$ cat src/rtl/core/tdps_pkg.sv
// Shared widths, types and state codes of the tick-driven priority task scheduler.
`default_nettype none

package tdps_pkg;

	localparam int TASK_W         = 3;
	localparam int PRIO_W         = 8;
	localparam int REG_IDX_W      = 3;
	localparam int NUM_PRIO_REGS  = 7;
	localparam int TASK_COUNT_DEF = 8;

	localparam logic [PRIO_W-1:0] PRIO_RESET = PRIO_W'(1);
	localparam logic [PRIO_W-1:0] SLICE_MAX  = {PRIO_W{1'b1}};

	typedef enum logic [3:0] {
		ST_IDLE   = 4'b0001,
		ST_SCAN   = 4'b0010,
		ST_REFILL = 4'b0100,
		ST_DONE   = 4'b1000
	} state_t;

	typedef struct packed {
		logic dec;
		logic refill;
		logic prio_we;
	} cell_ctrl_t;

	typedef struct packed {
		logic              valid;
		logic [TASK_W-1:0] idx;
		logic [PRIO_W-1:0] cnt;
	} scan_t;

endpackage

`default_nettype wire

$ cat src/rtl/core/tdps_cell.sv
// One task cell: slice counter, priority register and one registered step of the max scan.
`default_nettype none

module tdps_cell import tdps_pkg::*; #(
	parameter int TASK_ID = 1
) (
	input  wire logic              clk,
	input  wire logic              arst_n,
	input  wire cell_ctrl_t        ctrl,
	input  wire logic [PRIO_W-1:0] prio_wdata,
	input  wire scan_t             scan_in,
	output scan_t                  scan_out,
	output logic      [PRIO_W-1:0] count
);

	logic [PRIO_W-1:0] count_q;
	logic [PRIO_W-1:0] prio_q;
	scan_t             scan_q;
	logic [PRIO_W:0]   refill_sum;

	assign refill_sum = {2'b00, count_q[PRIO_W-1:1]} + {1'b0, prio_q};

	always_ff @(posedge clk or negedge arst_n) begin
		if (!arst_n) begin
			count_q <= '0;
			prio_q  <= PRIO_RESET;
			scan_q  <= '0;
		end else begin
			if (ctrl.prio_we) begin
				prio_q <= prio_wdata;
			end
			if (ctrl.refill) begin
				count_q <= refill_sum[PRIO_W] ? SLICE_MAX : refill_sum[PRIO_W-1:0];
			end else if (ctrl.dec) begin
				count_q <= count_q - PRIO_W'(1);
			end
			scan_q.valid <= scan_in.valid;
			if (scan_in.valid) begin
				if (count_q > scan_in.cnt) begin
					scan_q.idx <= TASK_W'(TASK_ID);
					scan_q.cnt <= count_q;
				end else begin
					scan_q.idx <= scan_in.idx;
					scan_q.cnt <= scan_in.cnt;
				end
			end
		end
	end

	assign scan_out = scan_q;
	assign count    = count_q;

endmodule

`default_nettype wire

$ cat src/rtl/core/tick_driven_priority_task_scheduler.sv
// Top level of the tick-driven priority task scheduler: task cell chain and control sequencer.
//
// Channel  Direction  Handshake                   Word
// tick     in         tick_valid / tick_ready     tick
// result   out        result_valid / result_ready running_task, switched, counters_refilled,
//                                                 remaining_slice, no_runnable_work
// config   in         wr_en (no wait)             wr_index, wr_data
//
// A tick that is low or that only decrements the running task's slice goes from ST_IDLE straight to ST_DONE.
// A reschedule walks the max scan down the chain of TASK_COUNT-1 cells, one cell per cycle,
// and when all counters must be refilled, refills them and walks the scan a second time.
// Reset clears all slice counters, selects the idle task and sets every priority to 1.
// A finished word waits in the output register; a new tick is taken meanwhile and held
// at its end until the output register frees up.
`default_nettype none

module tick_driven_priority_task_scheduler import tdps_pkg::*; #(
	parameter int TASK_COUNT = TASK_COUNT_DEF
) (
	input  wire logic                 clk,
	input  wire logic                 arst_n,
	input  wire logic                 wr_en,
	input  wire logic [REG_IDX_W-1:0] wr_index,
	input  wire logic    [PRIO_W-1:0] wr_data,
	input  wire logic                 tick_valid,
	output logic                      tick_ready,
	input  wire logic                 tick,
	output logic                      result_valid,
	input  wire logic                 result_ready,
	output logic         [TASK_W-1:0] running_task,
	output logic                      switched,
	output logic                      counters_refilled,
	output logic         [PRIO_W-1:0] remaining_slice,
	output logic                      no_runnable_work
);

	localparam int IDX_W = (TASK_COUNT > 2) ? $clog2(TASK_COUNT) : 1;
	localparam int SLOTS = 1 << IDX_W;

	state_t            state_q, state_d;
	logic [TASK_W-1:0] cur_task_q;
	logic              refilled_q;
	scan_t             link [TASK_COUNT];
	logic [PRIO_W-1:0] counts [SLOTS];
	logic [PRIO_W-1:0] slice_cur;
	logic              start, dec_en, refill_en, load_res, load_out;

	logic [TASK_W-1:0] n_task;
	logic              n_sw, n_ref, n_none;
	logic [PRIO_W-1:0] n_slice;
	logic [TASK_W-1:0] res_task_q;
	logic              res_sw_q, res_ref_q, res_none_q;
	logic [PRIO_W-1:0] res_slice_q;

	logic              result_valid_q;
	logic [TASK_W-1:0] running_task_q;
	logic              switched_q, counters_refilled_q, no_runnable_work_q;
	logic [PRIO_W-1:0] remaining_slice_q;

	assign link[0].valid = start;
	assign link[0].idx   = '0;
	assign link[0].cnt   = '0;
	assign counts[0]     = '0;

	for (genvar k = 1; k < TASK_COUNT; k++) begin : g_cell
		cell_ctrl_t ctrl;

		assign ctrl.dec     = dec_en && (cur_task_q == TASK_W'(k));
		assign ctrl.refill  = refill_en;
		assign ctrl.prio_we = wr_en && (wr_index == REG_IDX_W'(k - 1));

		tdps_cell #(
			.TASK_ID (k)
		) u_cell (
			.clk        (clk),
			.arst_n     (arst_n),
			.ctrl       (ctrl),
			.prio_wdata (wr_data),
			.scan_in    (link[k-1]),
			.scan_out   (link[k]),
			.count      (counts[k])
		);
	end

	for (genvar k = TASK_COUNT; k < SLOTS; k++) begin : g_pad
		assign counts[k] = '0;
	end

	assign slice_cur  = counts[cur_task_q[IDX_W-1:0]];
	assign tick_ready = (state_q == ST_IDLE);

	always_comb begin
		state_d   = state_q;
		start     = 1'b0;
		dec_en    = 1'b0;
		refill_en = 1'b0;
		load_res  = 1'b0;
		load_out  = 1'b0;
		n_task    = cur_task_q;
		n_sw      = 1'b0;
		n_ref     = 1'b0;
		n_slice   = slice_cur;
		n_none    = 1'b0;
		unique case (state_q)
			ST_IDLE: begin
				if (tick_valid) begin
					if (!tick) begin
						load_res = 1'b1;
						state_d  = ST_DONE;
					end else if (cur_task_q != '0 && slice_cur != '0) begin
						dec_en   = 1'b1;
						load_res = 1'b1;
						n_slice  = slice_cur - PRIO_W'(1);
						state_d  = ST_DONE;
					end else begin
						start   = 1'b1;
						state_d = ST_SCAN;
					end
				end
			end
			ST_SCAN: begin
				if (link[TASK_COUNT-1].valid) begin
					if (link[TASK_COUNT-1].idx != '0) begin
						load_res = 1'b1;
						n_task   = link[TASK_COUNT-1].idx;
						n_sw     = (link[TASK_COUNT-1].idx != cur_task_q);
						n_ref    = refilled_q;
						n_slice  = link[TASK_COUNT-1].cnt;
						state_d  = ST_DONE;
					end else if (!refilled_q) begin
						refill_en = 1'b1;
						state_d   = ST_REFILL;
					end else begin
						load_res = 1'b1;
						n_none   = 1'b1;
						state_d  = ST_DONE;
					end
				end
			end
			ST_REFILL: begin
				start   = 1'b1;
				state_d = ST_SCAN;
			end
			ST_DONE: begin
				if (!result_valid_q || result_ready) begin
					load_out = 1'b1;
					state_d  = ST_IDLE;
				end
			end
			default: state_d = ST_IDLE;
		endcase
	end

	always_ff @(posedge clk or negedge arst_n) begin
		if (!arst_n) begin
			state_q        <= ST_IDLE;
			cur_task_q     <= '0;
			refilled_q     <= 1'b0;
			result_valid_q <= 1'b0;
		end else begin
			state_q <= state_d;
			if (load_res) begin
				cur_task_q <= n_task;
			end
			if (state_q == ST_IDLE) begin
				refilled_q <= 1'b0;
			end else if (refill_en) begin
				refilled_q <= 1'b1;
			end
			if (load_out) begin
				result_valid_q <= 1'b1;
			end else if (result_ready) begin
				result_valid_q <= 1'b0;
			end
		end
	end

	always_ff @(posedge clk) begin
		if (load_res) begin
			res_task_q  <= n_task;
			res_sw_q    <= n_sw;
			res_ref_q   <= n_ref;
			res_slice_q <= n_slice;
			res_none_q  <= n_none;
		end
		if (load_out) begin
			running_task_q      <= res_task_q;
			switched_q          <= res_sw_q;
			counters_refilled_q <= res_ref_q;
			remaining_slice_q   <= res_slice_q;
			no_runnable_work_q  <= res_none_q;
		end
	end

	assign result_valid      = result_valid_q;
	assign running_task      = running_task_q;
	assign switched          = switched_q;
	assign counters_refilled = counters_refilled_q;
	assign remaining_slice   = remaining_slice_q;
	assign no_runnable_work  = no_runnable_work_q;

`ifndef SYNTHESIS
	a_task_in_range: assert property (@(posedge clk) disable iff (!arst_n)
		{1'b0, cur_task_q} < (TASK_W + 1)'(TASK_COUNT))
		else $error("running task index beyond the task count");

	a_scan_only_in_scan: assert property (@(posedge clk) disable iff (!arst_n)
		link[TASK_COUNT-1].valid |-> state_q == ST_SCAN)
		else $error("scan result arrived outside the scan state");

	a_refill_then_scan: assert property (@(posedge clk) disable iff (!arst_n)
		refill_en |=> state_q == ST_REFILL && refilled_q)
		else $error("refill not followed by a second scan");

	a_none_exclusive: assert property (@(posedge clk) disable iff (!arst_n)
		result_valid |-> !(no_runnable_work && (switched || counters_refilled)))
		else $error("no_runnable_work together with a switch or refill");

	a_switch_not_idle: assert property (@(posedge clk) disable iff (!arst_n)
		result_valid && switched |-> running_task != '0)
		else $error("switch reported to the idle task");
`endif

endmodule

`default_nettype wire
$ cat config.mk
export PLATFORM = sky130hd
export DESIGN_NAME = tick_driven_priority_task_scheduler
export DESIGN_NICKNAME = d
export VERILOG_FILES = /design/src/rtl/core/tdps_pkg.sv /design/src/rtl/core/tdps_cell.sv /design/src/rtl/core/tick_driven_priority_task_scheduler.sv
export SDC_FILE = /design/constraint.sdc
export NUM_CORES = 1
export LEC_CHECK = 0
export BUFFER_PORTS_ARGS = -buffer_cell sky130_fd_sc_hd__buf_2
export CORE_MARGIN = 3
export CORE_UTILIZATION = 50
export CTS_BUF_LIST = sky130_fd_sc_hd__clkbuf_16
export CTS_CLUSTER_DIAMETER = 100
export DETAILED_ROUTE_END_ITERATION = 6
export HOLD_SLACK_MARGIN = 0.05
export PLACE_DENSITY = 0.71
export SLEW_MARGIN = 15
export SYNTH_ARGS = -nofsm -noshare
export SYNTH_HDL_FRONTEND = slang
export SYNTH_SLANG_ARGS = --single-unit
$ cat constraint.sdc
create_clock -name clk -period 9.25 [get_ports clk]
set_input_delay 0 -clock clk [delete_from_list [all_inputs] [get_ports clk]]
set_output_delay 0 -clock clk [all_outputs]
set_load 0.05 [all_outputs]
# ---- Word-level counts from Yosys, hierarchy flattened
# Index checks and enable logic that the tools add are counted.
dict set report op_classes {
  addsub 15
  n_mul 0
  n_div 0
  magnitude_cmp 8
  n_eq_ne 21
  shifts 0
  n_mux 72
  n_bitwise 3
  n_reduce_logical 33
}
# operator count
set ops {}
lappend ops {{2-to-1 mux 8 bit} 28}
lappend ops {{2-to-1 mux 11 bit} 6}
lappend ops {{subtractor 8 x 1 -> 8 bit (second input constant)} 8}
lappend ops {{adder 7 x 8 -> 9 bit} 7}
lappend ops {{greater-than comparator 8 bit} 6}
lappend ops {{2-to-1 mux 4 bit} 7}
lappend ops {{binary-select mux 8 bit (select 3 bit)} 1}
lappend ops {{2-to-1 mux 1 bit} 22}
lappend ops {{equality test 3 bit (second input constant)} 7}
lappend ops {{nonzero test 2 bit} 9}
lappend ops {{one-hot mux 4 bit (4 select lines)} 1}
lappend ops {{one-hot mux 8 bit (2 select lines)} 1}
lappend ops {{logical AND 1 bit} 15}
lappend ops {{equality test 3 x 2 -> 1 bit (second input constant)} 4}
lappend ops {{2-to-1 mux 3 bit} 3}
lappend ops {{2-to-1 mux 9 bit} 1}
lappend ops {{greater-than comparator 8 x 1 -> 1 bit (second input constant)} 1}
lappend ops {{nonzero test 8 bit} 1}
lappend ops {{equality test 3 x 1 -> 1 bit (second input constant)} 2}
lappend ops {{AND reduction 3 bit} 2}
lappend ops {{nonzero test 3 bit} 2}
lappend ops {{equality test 4 x 1 -> 1 bit (second input constant)} 1}
lappend ops {{equality test 4 x 2 -> 1 bit (second input constant)} 1}
lappend ops {{equality test 4 x 3 -> 1 bit (second input constant)} 1}
lappend ops {{12 further kinds} 15}
dict set report totals {
  ff_bits 233
  latch_bits 0
  ram_bits 0
  romBits 0
  out_inout_bits 16
  elab_cells 201
  memories 0
}

# ---- Logic depth before layout (Yosys ltp)
dict set report depth {
  depth_word 13
  depth_mapped 13
  ltp_nobuf 10
}

# ---- Hierarchy
# Synthesis repeated with hierarchy kept, for this count alone.
dict set report hier_totals {
  hier_cells 1598
  hier_area_um2 15227.1
}
# mod instances cells_per_inst area_per_inst_um2 seq_area_each_um2
set modules_own_cells {}
lappend modules_own_cells {{tdps_cell at g_cell[2].u_cell ...} 2 196 1824.2 701.9}
lappend modules_own_cells {{tdps_cell at g_cell[5].u_cell ...} 2 195 1818.0 701.9}
lappend modules_own_cells {tick_driven_priority_task_scheduler 1 223 2377.3 1067.3}
lappend modules_own_cells {{tdps_cell at g_cell[1].u_cell} 1 201 1889.3 701.9}
lappend modules_own_cells {{tdps_cell at g_cell[3].u_cell} 1 197 1860.5 701.9}
lappend modules_own_cells {{tdps_cell at g_cell[7].u_cell} 1 195 1815.5 701.9}

# ---- Least setup slack after synthesis
# No wires, ideal clock.
dict set report synth_path {
  path_type {register to register}
  from {reg cur_task_q[0]}
  to {reg res_none_q, enable pin}
  setup_ns 0.360
  t_arrival_ns 3.002
  slack_ns 5.888
  path_stages_with_launch 13
  cell_sequence {dfrtp_1 buf_4 buf_1 mux4_2 nand2_1 o21ai_0 inv_1 ha_1 o221ai_1 or4_1 nand2_1 a21oi_1 o21bai_1}
}
dict set report synth_between {
  elab_chain_len 10
  elab_cells_between_ends 11
  classes_between {7 x mux; 1 x bitwise; 3 x reduce/logical}
}
# element line_no
set synth_rtl {}
lappend synth_rtl {{from (decl)} tick_driven_priority_task_scheduler.sv:41} ;# logic [TASK_W-1:0] cur_task_q;
lappend synth_rtl {{from (signal assigned)} tick_driven_priority_task_scheduler.sv:163} ;# cur_task_q <= n_task;
lappend synth_rtl {{inverter 3 -> 4 bit (implied by the code)} tick_driven_priority_task_scheduler.sv:89} ;# assign slice_cur = counts[cur_task_q[IDX_W-1:0]];
lappend synth_rtl {{binary-select mux 8 bit (select 3 bit)} tick_driven_priority_task_scheduler.sv:89}
lappend synth_rtl {{2-to-1 mux 8 bit (implied by the code) (2 in series)} tick_driven_priority_task_scheduler.sv:89}
lappend synth_rtl {{nonzero test 8 bit} tick_driven_priority_task_scheduler.sv:110} ;# end else if (cur_task_q != '0 && slice_cur != '0) begin
lappend synth_rtl {{logical AND 1 bit (*)} tick_driven_priority_task_scheduler.sv:110}
lappend synth_rtl {{2-to-1 mux 1 bit (*)} tick_driven_priority_task_scheduler.sv:110}
lappend synth_rtl {{2-to-1 mux 1 bit (*)} tick_driven_priority_task_scheduler.sv:107} ;# if (!tick) begin
lappend synth_rtl {{2-to-1 mux 1 bit (*)} tick_driven_priority_task_scheduler.sv:106} ;# if (tick_valid) begin
lappend synth_rtl {{one-hot mux 1 bit (2 select lines) (*)} tick_driven_priority_task_scheduler.sv:104} ;# unique case (state_q)
lappend synth_rtl {{net load_res} tick_driven_priority_task_scheduler.sv:46} ;# logic start, dec_en, refill_en, load_res, load_out;
lappend synth_rtl {{to (signal assigned)} tick_driven_priority_task_scheduler.sv:184} ;# res_none_q <= n_none;
lappend synth_rtl {{to (decl)} tick_driven_priority_task_scheduler.sv:52} ;# logic res_sw_q, res_ref_q, res_none_q;
# Mark *: on every way through the listed nets, which the timed path passes. The rest lies on a longest branch. The select of a mux whose other input is x is not followed.
# A chain may end at the register's enable or synchronous reset.

# ---- Final worst setup path
dict set report layout_path {
  from {reg cur_task_q[0]}
  to {reg g_cell[2].u_cell.count_q[4]}
}
dict set report layout_between {
  elab_chain_len 12
  elab_cells_between_ends 14
  classes_between {1 x eq/ne; 7 x mux; 1 x bitwise; 5 x reduce/logical}
}
# element line_no
set layout_rtl {}
lappend layout_rtl {{inverter 3 -> 4 bit (implied by the code)} tick_driven_priority_task_scheduler.sv:89}
lappend layout_rtl {{binary-select mux 8 bit (select 3 bit)} tick_driven_priority_task_scheduler.sv:89}
lappend layout_rtl {{2-to-1 mux 8 bit (implied by the code) (2 in series)} tick_driven_priority_task_scheduler.sv:89}
lappend layout_rtl {{nonzero test 8 bit} tick_driven_priority_task_scheduler.sv:110}
lappend layout_rtl {{logical AND 1 bit} tick_driven_priority_task_scheduler.sv:110}
lappend layout_rtl {{2-to-1 mux 1 bit} tick_driven_priority_task_scheduler.sv:110}
lappend layout_rtl {{2-to-1 mux 1 bit} tick_driven_priority_task_scheduler.sv:107}
lappend layout_rtl {{2-to-1 mux 1 bit} tick_driven_priority_task_scheduler.sv:106}
lappend layout_rtl {{2-to-1 mux 1 bit} tick_driven_priority_task_scheduler.sv:104}
lappend layout_rtl {{logical AND 1 bit (*)} tick_driven_priority_task_scheduler.sv:68} ;# assign ctrl.dec = dec_en && (cur_task_q == TASK_W'(k));
lappend layout_rtl {{nonzero test 2 bit (no line) (*)} --}
lappend layout_rtl {{to (signal assigned)} tdps_cell.sv:33} ;# count_q <= refill_sum[PRIO_W] ? SLICE_MAX : refill_sum[PRIO_W-1:0];
lappend layout_rtl {{to (signal assigned)} tdps_cell.sv:35} ;# count_q <= count_q - PRIO_W'(1);
lappend layout_rtl {{to (decl)} tdps_cell.sv:16} ;# logic [PRIO_W-1:0] count_q;
# Mark *: on every way between the ends. The rest lies on a longest branch, timed or not. The select of a mux whose other input is x is not followed.

==> flow_summary.json <==
{
  "final_critical_path_required_period_ns": 4.111,
  "clock_skew_ns": 0.01667,
  "synth_flop_cell": "sky130_fd_sc_hd__dfrtp_1",
  "critical_path.startpoint": "cur_task_q[0]",
  "tcrit_tclk_final_pct": 44.45,
  "cts_setup_buffers": 0,
  "vias": 11022,
  "postSynthNetCount": 1565,
  "rr_endpoint": "g_cell[2].u_cell.count[4]",
  "dieWidth_um": 174.7,
  "finalSetupTns_ns": 0,
  "core_area_um2": 27930,
  "globalRouteMet3Util_pct": 3.868,
  "clock_sinks": 229,
  "fin_ws_ns": 5.139,
  "synth.distinct_cells": 71,
  "synth_top_cells_by_area": "sky130_fd_sc_hd__dfrtp_1 34%, sky130_fd_sc_hd__ha_1 9.3%, sky130_fd_sc_hd__edfxtp_1 5.9%",
  "clockRootBuffer": "sky130_fd_sc_hd__clkbuf_16",
  "setup.worst_path.class": "flop to flop",
  "synth_top_area_share_pct": 33.95,
  "ir_drop_mv": 0.1318,
  "clk_transition_reported_paths_ns": 0.06,
  "synthCells": 1435,
  "grt_pass1_vias": 10737,
  "detail_route.drc_violations": 0,
  "clk-insertion-delay-late_ns": 0.54,
  "postPlaceCellArea_um2": 14760,
  "p_leak_nw": 6.933,
  "path_common_cell": "sky130_fd_sc_hd__a221oi_1",
  "detail_route.first_pass.iterations": 5,
  "antenna_violating_nets_post_route": 0,
  "wl_um": 36880,
  "dpl_worst_slack_ns": 5.136,
  "ys_seq_elements": 229,
  "grt.busiest_layer": "met2",
  "h-tree-depth": 1,
  "critical_path.n_buffers_inverters": 0,
  "cts_inserted_buffers": 26,
  "antenna_violations_before_repair": 1,
  "antennaDiodeCount": 0,
  "drt_iter0_drc": 905,
  "worst_pin_slew_ns": 1.200,
  "timing.final.setup_violations": 0,
  "ff2ff_path_depth": 9,
  "cp-endpoint": "g_cell[2].u_cell.count[4]",
  "stages_on_the_worst_setup_path": 9,
  "reg2reg_setup_slack_ns": 5.14,
  "port_buffers": 32,
  "required_ns": 9.63,
  "worst_path_dominant_cell_family": "simple AND/OR/NAND/NOR gates",
  "gpl.final_weighted_congestion": 0.8934,
  "gr_util_met2_pct": 38.28,
  "timing.final.max_slew_violations": 0,
  "die_area_um2": 30510,
  "holdCritStartpoint": "wr_en",
  "crit_path_max_cell_delay_ns": 0.95,
  "endpoint_kind": "flop",
  "hold_viol": 0,
  "grt_use_total_pct": 24.23,
  "dp_hpwl_um": 26460,
  "yosysWarnings": 0,
  "timing.critical_path.fanout_max": 21,
  "path_cells": "nor2b_1, a221oi_1, a221o_1, ha_1, o221ai_1, nor4_2, nor3_1, a311oi_1, a221oi_1",
  "clockBufferDepth": 3,
  "grt_pass1_wl_um": 58910,
  "floorplan.die.height_um": 174.7,
  "globalRoute.totalOverflow": 0,
  "detail_route.wl_per_cell_um": 19.73,
  "routed_via_density": 5.897,
  "arrival_ns": 4.49,
  "synthToLayoutAreaGrowth_pct": 11.78,
  "site_rows": 61,
  "reg_to_reg_start": "cur_task_q[0]",
  "postLayoutCellArea_um2": 15900,
  "synth-async-reset-ratio_pct": 87.77,
  "met1_usage_pct": 33.97,
  "drive_above_1_share_pct": 11.80,
  "result_of_the_run": "finished clean",
  "worst_setup_path_start_kind": "flop",
  "layoutNonFillerInstCount": 1869,
  "setup_repair_after_global_routing_missed_its_margin": "false",
  "syn-cell-area_um2": 14230,
  "initial_util_pct": 50.93,
  "slew_headroom_pct": 19.36,
  "ios": 33,
  "dp.cells": 1802,
  "cts_tree": "done",
  "cap_viol_max_count": 0,
  "largest_net_degree_at_the_start_of_global_routing": 72,
  "share_of_synthesized_area_occupied_by_flip_flops_and_latches_pct": 41.33,
  "design.final.nets": 1601,
  "max_freq_mhz": 243.2,
  "syn_area_per_cell_um2": 9.915,
  "worst_hold_path_type": "input pin to flop",
  "synthDominantAreaCellType": "sky130_fd_sc_hd__dfrtp_1",
  "critPathSlowestCell": "sky130_fd_sc_hd__nor4_2",
  "cellPowerDensity_nw_per_um2": 304.4,
  "number_of_synthesized_flops_with_an_enable_pin": 28
}
==> placed cells by master (no fill, tap or decap), types with 39 or more instances in the layout <==
| cell type | netlist | layout |
|---|---|---|
| sky130_fd_sc_hd__mux2_2 | 60 | 60 |
| sky130_fd_sc_hd__inv_1 | 110 | 113 |
| sky130_fd_sc_hd__mux2i_1 | 60 | 60 |
| sky130_fd_sc_hd__nand2_1 | 54 | 53 |
| sky130_fd_sc_hd__ha_1 | 106 | 106 |
| sky130_fd_sc_hd__dfrtp_1 | 193 | 193 |
| sky130_fd_sc_hd__nor2_1 | 137 | 137 |
| sky130_fd_sc_hd__a21oi_1 | 109 | 107 |
| sky130_fd_sc_hd__o21ai_0 | 48 | 48 |
| sky130_fd_sc_hd__xnor2_1 | 39 | 39 |
| sky130_fd_sc_hd__nor3_1 | 39 | 39 |
==> flip-flops by register name, summed over array words and instances (netlist names), 3 cells and up <==
register / flops
g_cell.u_cell.scan_out: 80
g_cell.u_cell.count: 56
g_cell.u_cell.prio_q: 56
remaining_slice: 8
res_slice_q: 8
state_q: 4
cur_task_q: 3
res_task_q: 3
running_task: 3
==> area by class of cell <==
class / count / area, um^2
Clock buffer: 27 / 675.6
Clock inverter: 21 / 261.5
Fill cell: 2471 / 12030
Inverter: 110 / 412.9
Multi-Input combinational cell: 1041 / 7741
Sequential cell: 229 / 5881
Tap cell: 378 / 473.0
Timing Repair Buffer: 63 / 459.2
==> where the power goes <==
part / switching (mW) / internal [mW]
Combinational: 1.15 / 0.889
Clock: 0.426 / 0.696
Sequential: 0.362 / 1.32
Total: 1.94 / 2.91
==> cell families (layout without fill, tap and decap cells) <==
family                     count (synthesis)  after routing  share of synthesized area [%]
and+or+nand+nor                          381            381                          13.32
xor gates and xnor gates                  59             59                          3.632
adders and majority gates                113            113                          10.31
AOI/OAI and AO/OA                        350            350                          16.14
muxes                                    138            138                          10.82
DFF                                      229            229                          41.33
buffers and inverters                    165            221                          4.450
==> metrics by stage <==
step           utilization [%]  power, mW  hold WS (ns)
3_3_place_gp             52.82      3.626       0.02507
2_1_floorplan                -      3.145       -0.2956
6_report                 56.93      4.841        0.1331
4_1_cts                  56.89      4.844        0.1356
3_5_place_dp             52.82      3.692       0.03048
5_1_grt                  56.93      5.183        0.1746
==> Yosys cell counts (all sizes together) (6+ instances only) <==
library cell and n:
and3 20, a211o 6, a21o 28, clkbuf 36, dfrtp 193, nand2 54, xnor2 39, or4 13
a21oi 109, o31ai 7, nor2 137, nor4 13, nand3 14, a221oi 7, dfstp 8, inv 110
fa 7, o22ai 13, nand2b 15, or3 17, ha 106, mux2i 60, mux2 73, o21a 25
nor2b 20, a22o 8, edfxtp 28, nor3 39, a22oi 29, nand4 9, o21ai 57, o21bai 8
or2 9, xor2 20, buf 19, a211oi 18
==> worst register-to-register path: stages, from the launching register on <==
cell and delay (ns):
sky130_fd_sc_hd__dfrtp_1 0.85, sky130_fd_sc_hd__nor2b_1 0.33, sky130_fd_sc_hd__a221oi_1 0.37, sky130_fd_sc_hd__a221o_1 0.24
sky130_fd_sc_hd__ha_1 0.24, sky130_fd_sc_hd__o221ai_1 0.24, sky130_fd_sc_hd__nor4_2 0.95, sky130_fd_sc_hd__nor3_1 0.31
sky130_fd_sc_hd__a311oi_1 0.35, sky130_fd_sc_hd__a221oi_1 0.08
==> routing by layer <==
layer / part of all wire [%] / wire [um] / vias to the layer above
met5: 0 / 0 / -
li1: - / - / 5276
met3: 6.7 / 2459 / 88
met2: 45 / 16550 / 343
met1: 45 / 16430 / 5315
met4: 3.9 / 1435 / 0
==> timing repair <==
action | 4_1_cts | 5_1_grt
hold endpoints to repair | 120 | 0
resized for setup | 0 | 0
hold buffers | 19 | 0
==> how the worst min path moves through the flow <==
stage,slack (ns),depth (start not counted),end
CTS,0.14,5,g_cell[3].u_cell.prio_q[1]
global placement,0.03,1,g_cell[5].u_cell.prio_q[2]
floorplan,-0.30,0,cur_task_q[0]
global route,0.17,5,g_cell[3].u_cell.prio_q[1]
finish,0.13,5,g_cell[3].u_cell.prio_q[1]
detailed placement,0.03,1,g_cell[5].u_cell.prio_q[3]
Power figures use the tool's default switching activity.
